==> src/hdl/sukset_pkg.sv <==
package sukset_pkg;

	localparam int KEY_W    = 32;
	localparam int OP_W     = 2;
	localparam int STATUS_W = 2;
	localparam int POS_W    = 4;
	localparam int CNT_W    = 5;

	localparam int CAPACITY_DEF = 16;

	localparam logic [OP_W-1:0] OP_INSERT = 2'd0;
	localparam logic [OP_W-1:0] OP_DELETE = 2'd1;
	localparam logic [OP_W-1:0] OP_LOOKUP = 2'd2;

	localparam logic [STATUS_W-1:0] ST_OK   = 2'd0;
	localparam logic [STATUS_W-1:0] ST_MISS = 2'd1;
	localparam logic [STATUS_W-1:0] ST_FULL = 2'd2;

	// per-cycle shift command broadcast along the row
	typedef struct packed {
		logic ins;
		logic del;
	} cell_ctrl_t;

endpackage

==> src/hdl/sukset_cell.sv <==
module sukset_cell (
	input  logic                                  clk,
	input  sukset_pkg::cell_ctrl_t                ctrl,
	input  logic                                  occupied,
	input  logic signed [sukset_pkg::KEY_W-1:0]   key_i,
	input  logic signed [sukset_pkg::KEY_W-1:0]   left_key,
	input  logic                                  left_ge,
	input  logic signed [sukset_pkg::KEY_W-1:0]   right_key,
	output logic signed [sukset_pkg::KEY_W-1:0]   key_o,
	output logic                                  ge,
	output logic                                  hit,
	output logic                                  at
);

	logic signed [sukset_pkg::KEY_W-1:0] key_q;

	assign key_o = key_q;
	// an empty cell counts as not below the incoming key
	assign ge    = !(occupied && (key_q < key_i));
	assign hit   = occupied && (key_q == key_i);
	// first cell not below the key: the sorted slot
	assign at    = ge && !left_ge;

	always_ff @(posedge clk) begin
		if (ctrl.ins && ge) begin
			key_q <= left_ge ? left_key : key_i;
		end else if (ctrl.del && ge) begin
			key_q <= right_key;
		end
	end

endmodule

==> src/hdl/sorted_unique_key_set.sv <==
// channel | direction | handshake              | fields
// req     | in        | req_valid / req_stall  | op, key
// rsp     | out       | rsp_valid / rsp_stall  | status, position, count
//
// one transaction per cycle unless req_stall: every cell compares its key with the
// request key, slot and hit are encoded and the row shifts at the same clock edge
// result sits in an output register; req_stall is high while it waits under rsp_stall
// reset clears the key count and the result valid; cell keys are left as they are
// and are never read beyond the count, so there is no clearing pass
module sorted_unique_key_set #(
	parameter int CAPACITY = sukset_pkg::CAPACITY_DEF
) (
	input  logic                                   clk,
	input  logic                                   arst_n,
	input  logic                                   req_valid,
	output logic                                   req_stall,
	input  logic [sukset_pkg::OP_W-1:0]            op,
	input  logic signed [sukset_pkg::KEY_W-1:0]    key,
	output logic                                   rsp_valid,
	input  logic                                   rsp_stall,
	output logic [sukset_pkg::STATUS_W-1:0]        status,
	output logic [sukset_pkg::POS_W-1:0]           position,
	output logic [sukset_pkg::CNT_W-1:0]           count
);

	localparam int IDX_W = (CAPACITY > 1) ? $clog2(CAPACITY) : 1;
	localparam int CW    = $clog2(CAPACITY + 1);

	logic signed [sukset_pkg::KEY_W-1:0] cell_key [CAPACITY];
	logic [CAPACITY-1:0] ge_v, hit_v, at_v, occ_v;

	logic [CW-1:0] cnt_q;
	logic          rsp_valid_q;
	logic [sukset_pkg::STATUS_W-1:0] status_q;
	logic [sukset_pkg::POS_W-1:0]    position_q;
	logic [sukset_pkg::CNT_W-1:0]    count_q;

	logic fire, found, full, ins_do, del_do;
	logic [IDX_W-1:0] slot;
	logic [sukset_pkg::STATUS_W-1:0] status_d;
	logic [IDX_W-1:0] where_d;
	logic [CW-1:0] cnt_d;
	logic [sukset_pkg::POS_W+IDX_W-1:0] where_ext;
	logic [sukset_pkg::CNT_W+CW-1:0]    cnt_ext;
	sukset_pkg::cell_ctrl_t ctrl;

	assign req_stall = rsp_valid_q && rsp_stall;
	assign fire      = req_valid && !req_stall;
	assign found     = |hit_v;
	assign full      = (cnt_q == CW'(CAPACITY));

	always_comb begin
		slot = '0;
		for (int i = 0; i < CAPACITY; i++) begin
			if (at_v[i]) slot = slot | IDX_W'(i);
		end
	end

	always_comb begin
		ins_do   = 1'b0;
		del_do   = 1'b0;
		status_d = sukset_pkg::ST_OK;
		where_d  = '0;
		priority if (op == sukset_pkg::OP_INSERT) begin
			if (found) begin
				status_d = sukset_pkg::ST_MISS;
			end else if (full) begin
				status_d = sukset_pkg::ST_FULL;
			end else begin
				ins_do  = fire;
				where_d = slot;
			end
		end else if (op == sukset_pkg::OP_DELETE) begin
			if (found) begin
				del_do  = fire;
				where_d = slot;
			end else begin
				status_d = sukset_pkg::ST_MISS;
			end
		end else begin
			// lookup, and the unused code acts as lookup
			if (found) where_d = slot;
			else status_d = sukset_pkg::ST_MISS;
		end
	end

	always_comb begin
		cnt_d = cnt_q;
		if (ins_do) cnt_d = cnt_q + 1'b1;
		else if (del_do) cnt_d = cnt_q - 1'b1;
	end

	assign ctrl.ins  = ins_do;
	assign ctrl.del  = del_do;
	assign where_ext = {{sukset_pkg::POS_W{1'b0}}, where_d};
	assign cnt_ext   = {{sukset_pkg::CNT_W{1'b0}}, cnt_d};

	for (genvar g = 0; g < CAPACITY; g++) begin : g_cell
		assign occ_v[g] = (CW'(g) < cnt_q);
		sukset_cell u_cell (
			.clk       (clk),
			.ctrl      (ctrl),
			.occupied  (occ_v[g]),
			.key_i     (key),
			.left_key  ((g == 0) ? key : cell_key[(g == 0) ? 0 : g - 1]),
			.left_ge   ((g == 0) ? 1'b0 : ge_v[(g == 0) ? 0 : g - 1]),
			.right_key (cell_key[(g == CAPACITY - 1) ? g : g + 1]),
			.key_o     (cell_key[g]),
			.ge        (ge_v[g]),
			.hit       (hit_v[g]),
			.at        (at_v[g])
		);
	end

	always_ff @(posedge clk or negedge arst_n) begin
		if (!arst_n) begin
			cnt_q       <= '0;
			rsp_valid_q <= 1'b0;
		end else begin
			cnt_q <= cnt_d;
			if (fire) rsp_valid_q <= 1'b1;
			else if (!rsp_stall) rsp_valid_q <= 1'b0;
		end
	end

	always_ff @(posedge clk) begin
		if (fire) begin
			status_q   <= status_d;
			position_q <= where_ext[sukset_pkg::POS_W-1:0];
			count_q    <= cnt_ext[sukset_pkg::CNT_W-1:0];
		end
	end

	assign rsp_valid = rsp_valid_q;
	assign status    = status_q;
	assign position  = position_q;
	assign count     = count_q;

`ifndef SYNTHESIS
	a_cnt_bound: assert property (@(posedge clk) disable iff (!arst_n)
		cnt_q <= CW'(CAPACITY))
		else $error("key count above capacity");

	a_one_hit: assert property (@(posedge clk) disable iff (!arst_n)
		$onehot0(hit_v))
		else $error("key held in more than one cell");

	a_one_slot: assert property (@(posedge clk) disable iff (!arst_n)
		$onehot0(at_v))
		else $error("more than one sorted slot");

	a_ins_count: assert property (@(posedge clk) disable iff (!arst_n)
		ins_do |=> (cnt_q == $past(cnt_q) + 1'b1) && rsp_valid_q)
		else $error("insert did not grow the count");

	a_hit_slot: assert property (@(posedge clk) disable iff (!arst_n)
		found |-> |(hit_v & at_v))
		else $error("hit cell is not the sorted slot");
`endif

endmodule

==> config.mk <==
export PLATFORM = sky130hd
export DESIGN_NAME = sorted_unique_key_set
export DESIGN_NICKNAME = d
export VERILOG_FILES = /design/src/hdl/sukset_pkg.sv /design/src/hdl/sukset_cell.sv /design/src/hdl/sorted_unique_key_set.sv
export SDC_FILE = /design/constraint.sdc
export NUM_CORES = 2
export LEC_CHECK = 0
export ABC_AREA = 1
export ABC_CLOCK_PERIOD_IN_PS = 4850
export BUFFER_PORTS_ARGS = -buffer_cell sky130_fd_sc_hd__buf_4
export CORE_AREA = 5 5 307 309
export DETAILED_ROUTE_END_ITERATION = 10
export DIE_AREA = 0 0 312 314
export PLACE_DENSITY = 0.64
export SETUP_SLACK_MARGIN = 0.02
export SYNTH_ARGS = -nofsm -noshare
export SYNTH_HDL_FRONTEND = slang
export SYNTH_SLANG_ARGS = --single-unit
==> constraint.sdc <==
create_clock -name clk -period 4.85 [get_ports clk]
set_input_delay 0.485 -clock clk [delete_from_list [all_inputs] [get_ports clk]]
set_output_delay 0.485 -clock clk [all_outputs]
set_load 0.01 [all_outputs]
Word level (Yosys, flattened, before mapping)
Index checks and enable logic that the tools add are counted.
Storage, ports and cells
  input bits: 38
  output and inout port bits: 13
  register bits after elaboration: 529
  word-level logic and storage cells: 266
Cells by class
  mux-type cells: 78
  magnitude comparators: 32
  $add $sub $neg: 2
  equal/unequal tests: 19
  reductions and logical operators: 114
Operator list (number)
  $mux W32: 45
  $eq A32 B32 Y1: 16
  $lt A32 B32 Y1: 16
  $logic_and A1 B1 Y1: 80
  $mux W4: 12
  $lt A4 B5 Y1 const A: 8
  $reduce_bool A2 Y1: 15
  $lt A3 B5 Y1 const A: 4
  $logic_not A1 Y1: 17
  $reduce_or A16 Y1: 1
  $mux W3: 4
  $lt A1 B5 Y1 const A: 2
  $lt A2 B5 Y1 const A: 2
  $mux W1: 10
  $mux W2: 5
  $mux W5: 2
  $add A5 B1 Y5 const B: 1
  $eq A5 B5 Y1 const B: 1
  $sub A5 B1 Y5 const B: 1
  $eq A2 B1 Y1 const B: 1
  $logic_not A2 Y1: 1
  $ne A2 B1 Y1 const B: 1

Logic depth before layout (Yosys ltp)
  depth in word-level cells: 22
  mapped depth: 22
  mapped depth without buffers: 20

Hierarchy
Synthesis repeated with hierarchy kept, for this count alone.
Second synthesis, totals
  cell total of the unflattened synthesis: 5835
  area, all modules: 43675.6 µm²
By module, submodules not included
  sukset_cell: area an instance 2656.3 µm², instances 16, sequential area each 960.9 µm², cells each 355
  sorted_unique_key_set: area an instance 1174.9 µm², instances 1, sequential area each 480.5 µm², cells each 155

Worst setup path before layout
OpenSTA, ideal clock, no wires.
  path kind: in2reg
  from: input port key[31] (netlist name)
  to: register g_cell[15].u_cell.key_q (netlist bit g_cell[15].u_cell.key_o[0]), enable pin
  setup slack: -17 ps
  library setup time: 441 ps
  stages: 16
  data arrival time: 4426 ps
  data required time: 4409 ps
  path through: inv_1 > clkbuf_1 > ha_1 > nand2_1 > nor2_1 > nand2_1 > nor2_1 > nand3_1 > o21ai_1 > nor2_1 > nand2_1 > nor2_2 > nand3_2 > buf_4 > buf_2 > a31oi_1
Between the ends
  cells in the longest elaborated chain, start to end: 6
Ends and longest elaborated chain
  start, declared: RTL line sorted_unique_key_set.sv:18  | input logic signed [sukset_pkg::KEY_W-1:0] key,
  parallel branches: the longest is 5 deep, another holds $lt A32 B32 Y1
  $logic_and A1 B1 Y1 (*): RTL line sukset_cell.sv:25  | if (ctrl.ins && ge) begin
  end signal, assigned: RTL line sukset_cell.sv:26  | key_q <= left_ge ? left_key : key_i;
  end signal, assigned: RTL line sukset_cell.sv:28  | key_q <= right_key;
  end, declared: RTL line sukset_cell.sv:15  | logic signed [sukset_pkg::KEY_W-1:0] key_q;
Mark *: on every way between the ends.
A chain may end at the register's enable or synchronous reset.

Worst setup path in the final report
  from: register cnt_q[4]
  to: register g_cell[14].u_cell.key_q (netlist bit g_cell[14].u_cell.key_o[4]), enable pin
Between the ends
  cells in the longest elaborated chain, start to end: 8
Ends and longest elaborated chain
  start, declared: RTL line sorted_unique_key_set.sv:32  | logic [CW-1:0] cnt_q;
  start signal, assigned: RTL line sorted_unique_key_set.sv:120  | cnt_q <= cnt_d;
  $lt A1 B5 Y1, or another cell as far along: RTL line sorted_unique_key_set.sv:99  | assign occ_v[g] = (CW'(g) < cnt_q);
  $logic_and A1 B1 Y1: RTL line sukset_cell.sv:20  | assign hit = occupied && (key_q == key_i);
  $reduce_or A16 Y1: RTL line sorted_unique_key_set.sv:49  | assign found = |hit_v;
  $mux W1: RTL line sorted_unique_key_set.sv:74  | if (found) begin
  $mux W1: RTL line sorted_unique_key_set.sv:73  | end else if (op == sukset_pkg::OP_DELETE) begin
  $mux W1: RTL line sorted_unique_key_set.sv:64  | priority if (op == sukset_pkg::OP_INSERT) begin
  $logic_and A1 B1 Y1: RTL line sukset_cell.sv:27  | end else if (ctrl.del && ge) begin
  $reduce_bool A2 Y1 (no source line) (*)
  end signal, assigned: RTL line sukset_cell.sv:26
  end signal, assigned: RTL line sukset_cell.sv:28
  end, declared: RTL line sukset_cell.sv:15
Every way passes the cells marked *; elsewhere a longest branch is shown, timed or not.

==> results by group <==
Setup path
  • Master of the slowest instance on the critical path: sky130_fd_sc_hd__a31oi_1
  • Crit-path cells: buf_4 > a21oi_2 > a31oi_1 > nand3_1 > nand2_1 > nor2_1 > nand2_1 > inv_1 > nand2_1 > nand2_1 > nand2_1 > inv_2 > nor2_2 > buf_4
  • Data arrival time at the worst-slack endpoint: 4.19 ns
  • Critical Path Start Type: register
  • Category of the worst setup path capture point: register
  • Critical path data required time: 5.13 ns
  • Critical Path Most Common Cell: sky130_fd_sc_hd__nand2_1
  • Slowest cell delay on critical path: 0.70 ns
  • Category of the critical setup timing path: register to register
  • Critical Path Fanout Max: 32

GRT
  • Number of global-route vias before repair: 34140
  • Sum of overflow across all layers after global routing: 0
  • First-pass GRT wire length: 205 mm
  • Antenna violations before repair: 2
  • Maximum number of pins on one net before global-route repair: 67
  • Global-route usage over all layers: 26.4%

Synthesis
  • Cell type with the highest aggregate area in the netlist: sky130_fd_sc_hd__edfxtp_1
  • Synthesized instance count: 5284
  • Avg Synthesized Cell Area: 7.70 µm²
  • Post-Syn Nets: 5837
  • Number of warning messages in the yosys log: 0
  • Proportion of synthesized area in mux cells: 0%
  • Mapped Area: 40700 µm²
  • Simple-Gate Fraction of Synth Area: 24.5%
  • Xor and xnor fraction of the mapped netlist area: 0.108%
  • Synthesized-area fraction occupied by adder cells: 15.8%
  • Top area cells in the synthesized netlist: sky130_fd_sc_hd__edfxtp_1, sky130_fd_sc_hd__nand2_1, sky130_fd_sc_hd__ha_1, sky130_fd_sc_hd__o21ai_0, sky130_fd_sc_hd__a21oi_1
  • Synth Area in Compound Gates: 15.3%
  • Area share of the leading cell type in the synthesized netlist: 38.6%
  • Dominant combinational cell family by area after synthesis: simple AND/OR/NAND/NOR gates
  • Seq/Total Area, Yosys: 39.0%
  • Number of synthesized register bits: 529
  • Library cells used by synthesis: 34

STA
  • Hold WS: 0.0613 ns
  • Setup clock skew after layout: 0.0187 ns
  • Number of hold-slack violations in the final timing report: 0
  • Final Max Slew Viols: 0
  • Worst relative slew slack: 40.6%
  • Setup total negative slack: 0 ns
  • Slew of the pin with the lowest slew margin: 0.887 ns
  • Clock period minus final worst setup slack: 3.90 ns
  • Count of final setup violators: 0
  • Fmax: 256 MHz
  • Final period utilization: 80.5%
  • Setup repair after global routing missed its margin: no

Outcome
  • Outcome: complete, no violations

Floorplanning
  • Die outline area: 98000 µm²
  • Io pins: 51
  • Total core area: 91100 µm²
  • Cell Rows: 111
  • Initial core utilization: 44.6%
  • Width of the die: 312 µm
  • Die height: 314 µm

Layout
  • Fraction of final layout cells with drive strength greater than 1: 6.66%
  • Most frequent cells in the layout: sky130_fd_sc_hd__nand2_1, sky130_fd_sc_hd__o21ai_0, sky130_fd_sc_hd__edfxtp_1, sky130_fd_sc_hd__ha_1, sky130_fd_sc_hd__a21oi_1
  • Total area of multi-input combinational cells: 22900 µm²
  • Final-layout fill cell count: 8937
  • Most frequent standard cell in the layout excluding fill and tap cells: sky130_fd_sc_hd__nand2_1
  • Nets@finish: 5823
  • Storage cell area: 15900 µm²
  • Post-route cell area: 44800 µm²
  • Area growth, synth to finish: 10.3%

Placed design
  • Final GP Congestion: 0.932
  • Total placed instance area: 43000 µm²
  • Number of buffer cells added on primary ports: 50
  • Final HPWL DP: 102 mm

CTS
  • Insertion delay of the later-clocked pin in the worst-skew pair: 0.65 ns
  • Cell at the root of the clock tree: sky130_fd_sc_hd__clkbuf_16
  • TritonCTS clock tree: yes
  • Total CTS buffers: 59
  • Sink count of the clock tree: 529
  • # resized after CTS: 0
  • Post-CTS clock slew at the launch and capture registers of the worst setup and hold paths: 0.06 ns
  • Clk buf depth: 3
  • H-tree levels: 2

Detailed routing
  • DR WL/cell: 20.6 µm
  • Remaining design rule violation count: 0
  • Detailed-route vias per instance: 5.71
  • Antenna Nets Post-Route: 0
  • First DRT Iteration DRCs: 4464
  • Pre-antenna DRT Iters: 6
  • Sum of routed wire length over all layers: 134 mm
  • Detailed-route via count: 37125

Pwr
  • Peak supply drop: 0.305 mV
  • Power per standard cell area: 356 nW/µm²
  • Reported leakage power: 19.9 nW

Min path
  • Min-delay worst type: input pin to register

Run
  • Max-capacitance violation count: 0
kinds of logic (layout without fill, tap and decap cells):
family / count (synthesis) / count (layout)
xor gates and xnor gates: 5 / 5
buffers and inverters: 505 / 537
adders and majority gates: 515 / 515
AOI/OAI and AO/OA: 1221 / 1221
other: 0 / 2
DFF: 529 / 529
and+or+nand+nor: 2509 / 2509
cells in the mapped netlist, drive strengths merged:
cell and count:
o21a 32, nor4 3, nand4 48, o21bai 9
a31oi 3, nand3 181, nor2 205, nand3b 7
nor3b 2, clkbuf 184, a21o 2, nor3 30
nand2 2033, o21ai 931, edfxtp 523, xor2 5
buf 100, dfrtp 6, a21oi 244, ha 515
inv 221
metrics by stage:
stage / util [%] / std cells / total power [mW] / worst slack [ns]
finish: 49.2 / 6504 / 15.9 / 0.947
global route: 49.2 / 6502 / 16.9 / 0.761
CTS: 49.2 / 6502 / 15.9 / 1.02
detailed placement: 47.2 / 6394 / 11.5 / 0.446
global placement: 47.2 / 6394 / 11.4 / 0.489
floorplan: - / 5284 / 9.62 / 0.141
worst paths after layout:
path	startpoint	end	slack (ns)	cells past startpoint
worst max-delay path	cnt_q[4]	g_cell[14].u_cell.key_o[4]	0.95	14
worst min-delay path	rsp_stall	rsp_valid	0.06	3
worst max register to register	cnt_q[4]	g_cell[14].u_cell.key_o[4]	0.95	14
worst min register to register	rsp_valid	rsp_valid	0.53	2
max in group asynchronous	arst_n	cnt_q[1]	4.54	2
min in group asynchronous	arst_n	cnt_q[4]	0.18	2
worst max-delay path, delay by kind of cell (launching register included):
kind | cells | cell delay, ns
AOI/OAI and AO/OA | 2 | 0.82
buffers and inverters | 4 | 0.97
DFF | 1 | 0.50
and+or+nand+nor | 8 | 1.20
flip-flops by register name, summed over array words and instances, names as in the netlist:
register / cells
g_cell.u_cell.key_o: 512
position: 4
status: 2
count: 5
cnt_q: 5
rsp_valid: 1
cell type report:
class	instances	area share, %
clock buffers	76	3.44
flip-flops and latches	529	35.4
well taps	1186	3.31
clock inverters	31	0.608
inverters	221	1.85
multi-input cells	4250	51.0
diodes	2	0.0112
repair buffers	209	4.45
timing repair:
item                                    4_1_cts  5_1_grt
hold endpoints to repair                      6        0
buffers inserted                              0        0
endpoints found under the setup margin        0        0
hold buffers                                  1        0
per-layer routing:
metal,vias to the layer above,track usage [%],part of all wire (%)
met3,259,4.36,9.7
met1,17038,40.8,47
met4,0,8.74,3.7
met2,1752,37.5,40
met5,-,0,0
li1,18076,-,-
power by group:
| part | total, mW | internal (mW) | switching (mW) |
|---|---|---|---|
| clock network | 4.45 | 2.49 | 1.97 |
| registers | 5.73 | 5.43 | 0.295 |
| logic | 5.77 | 1.60 | 4.17 |
No activity file was read; power rests on OpenSTA's default activity.
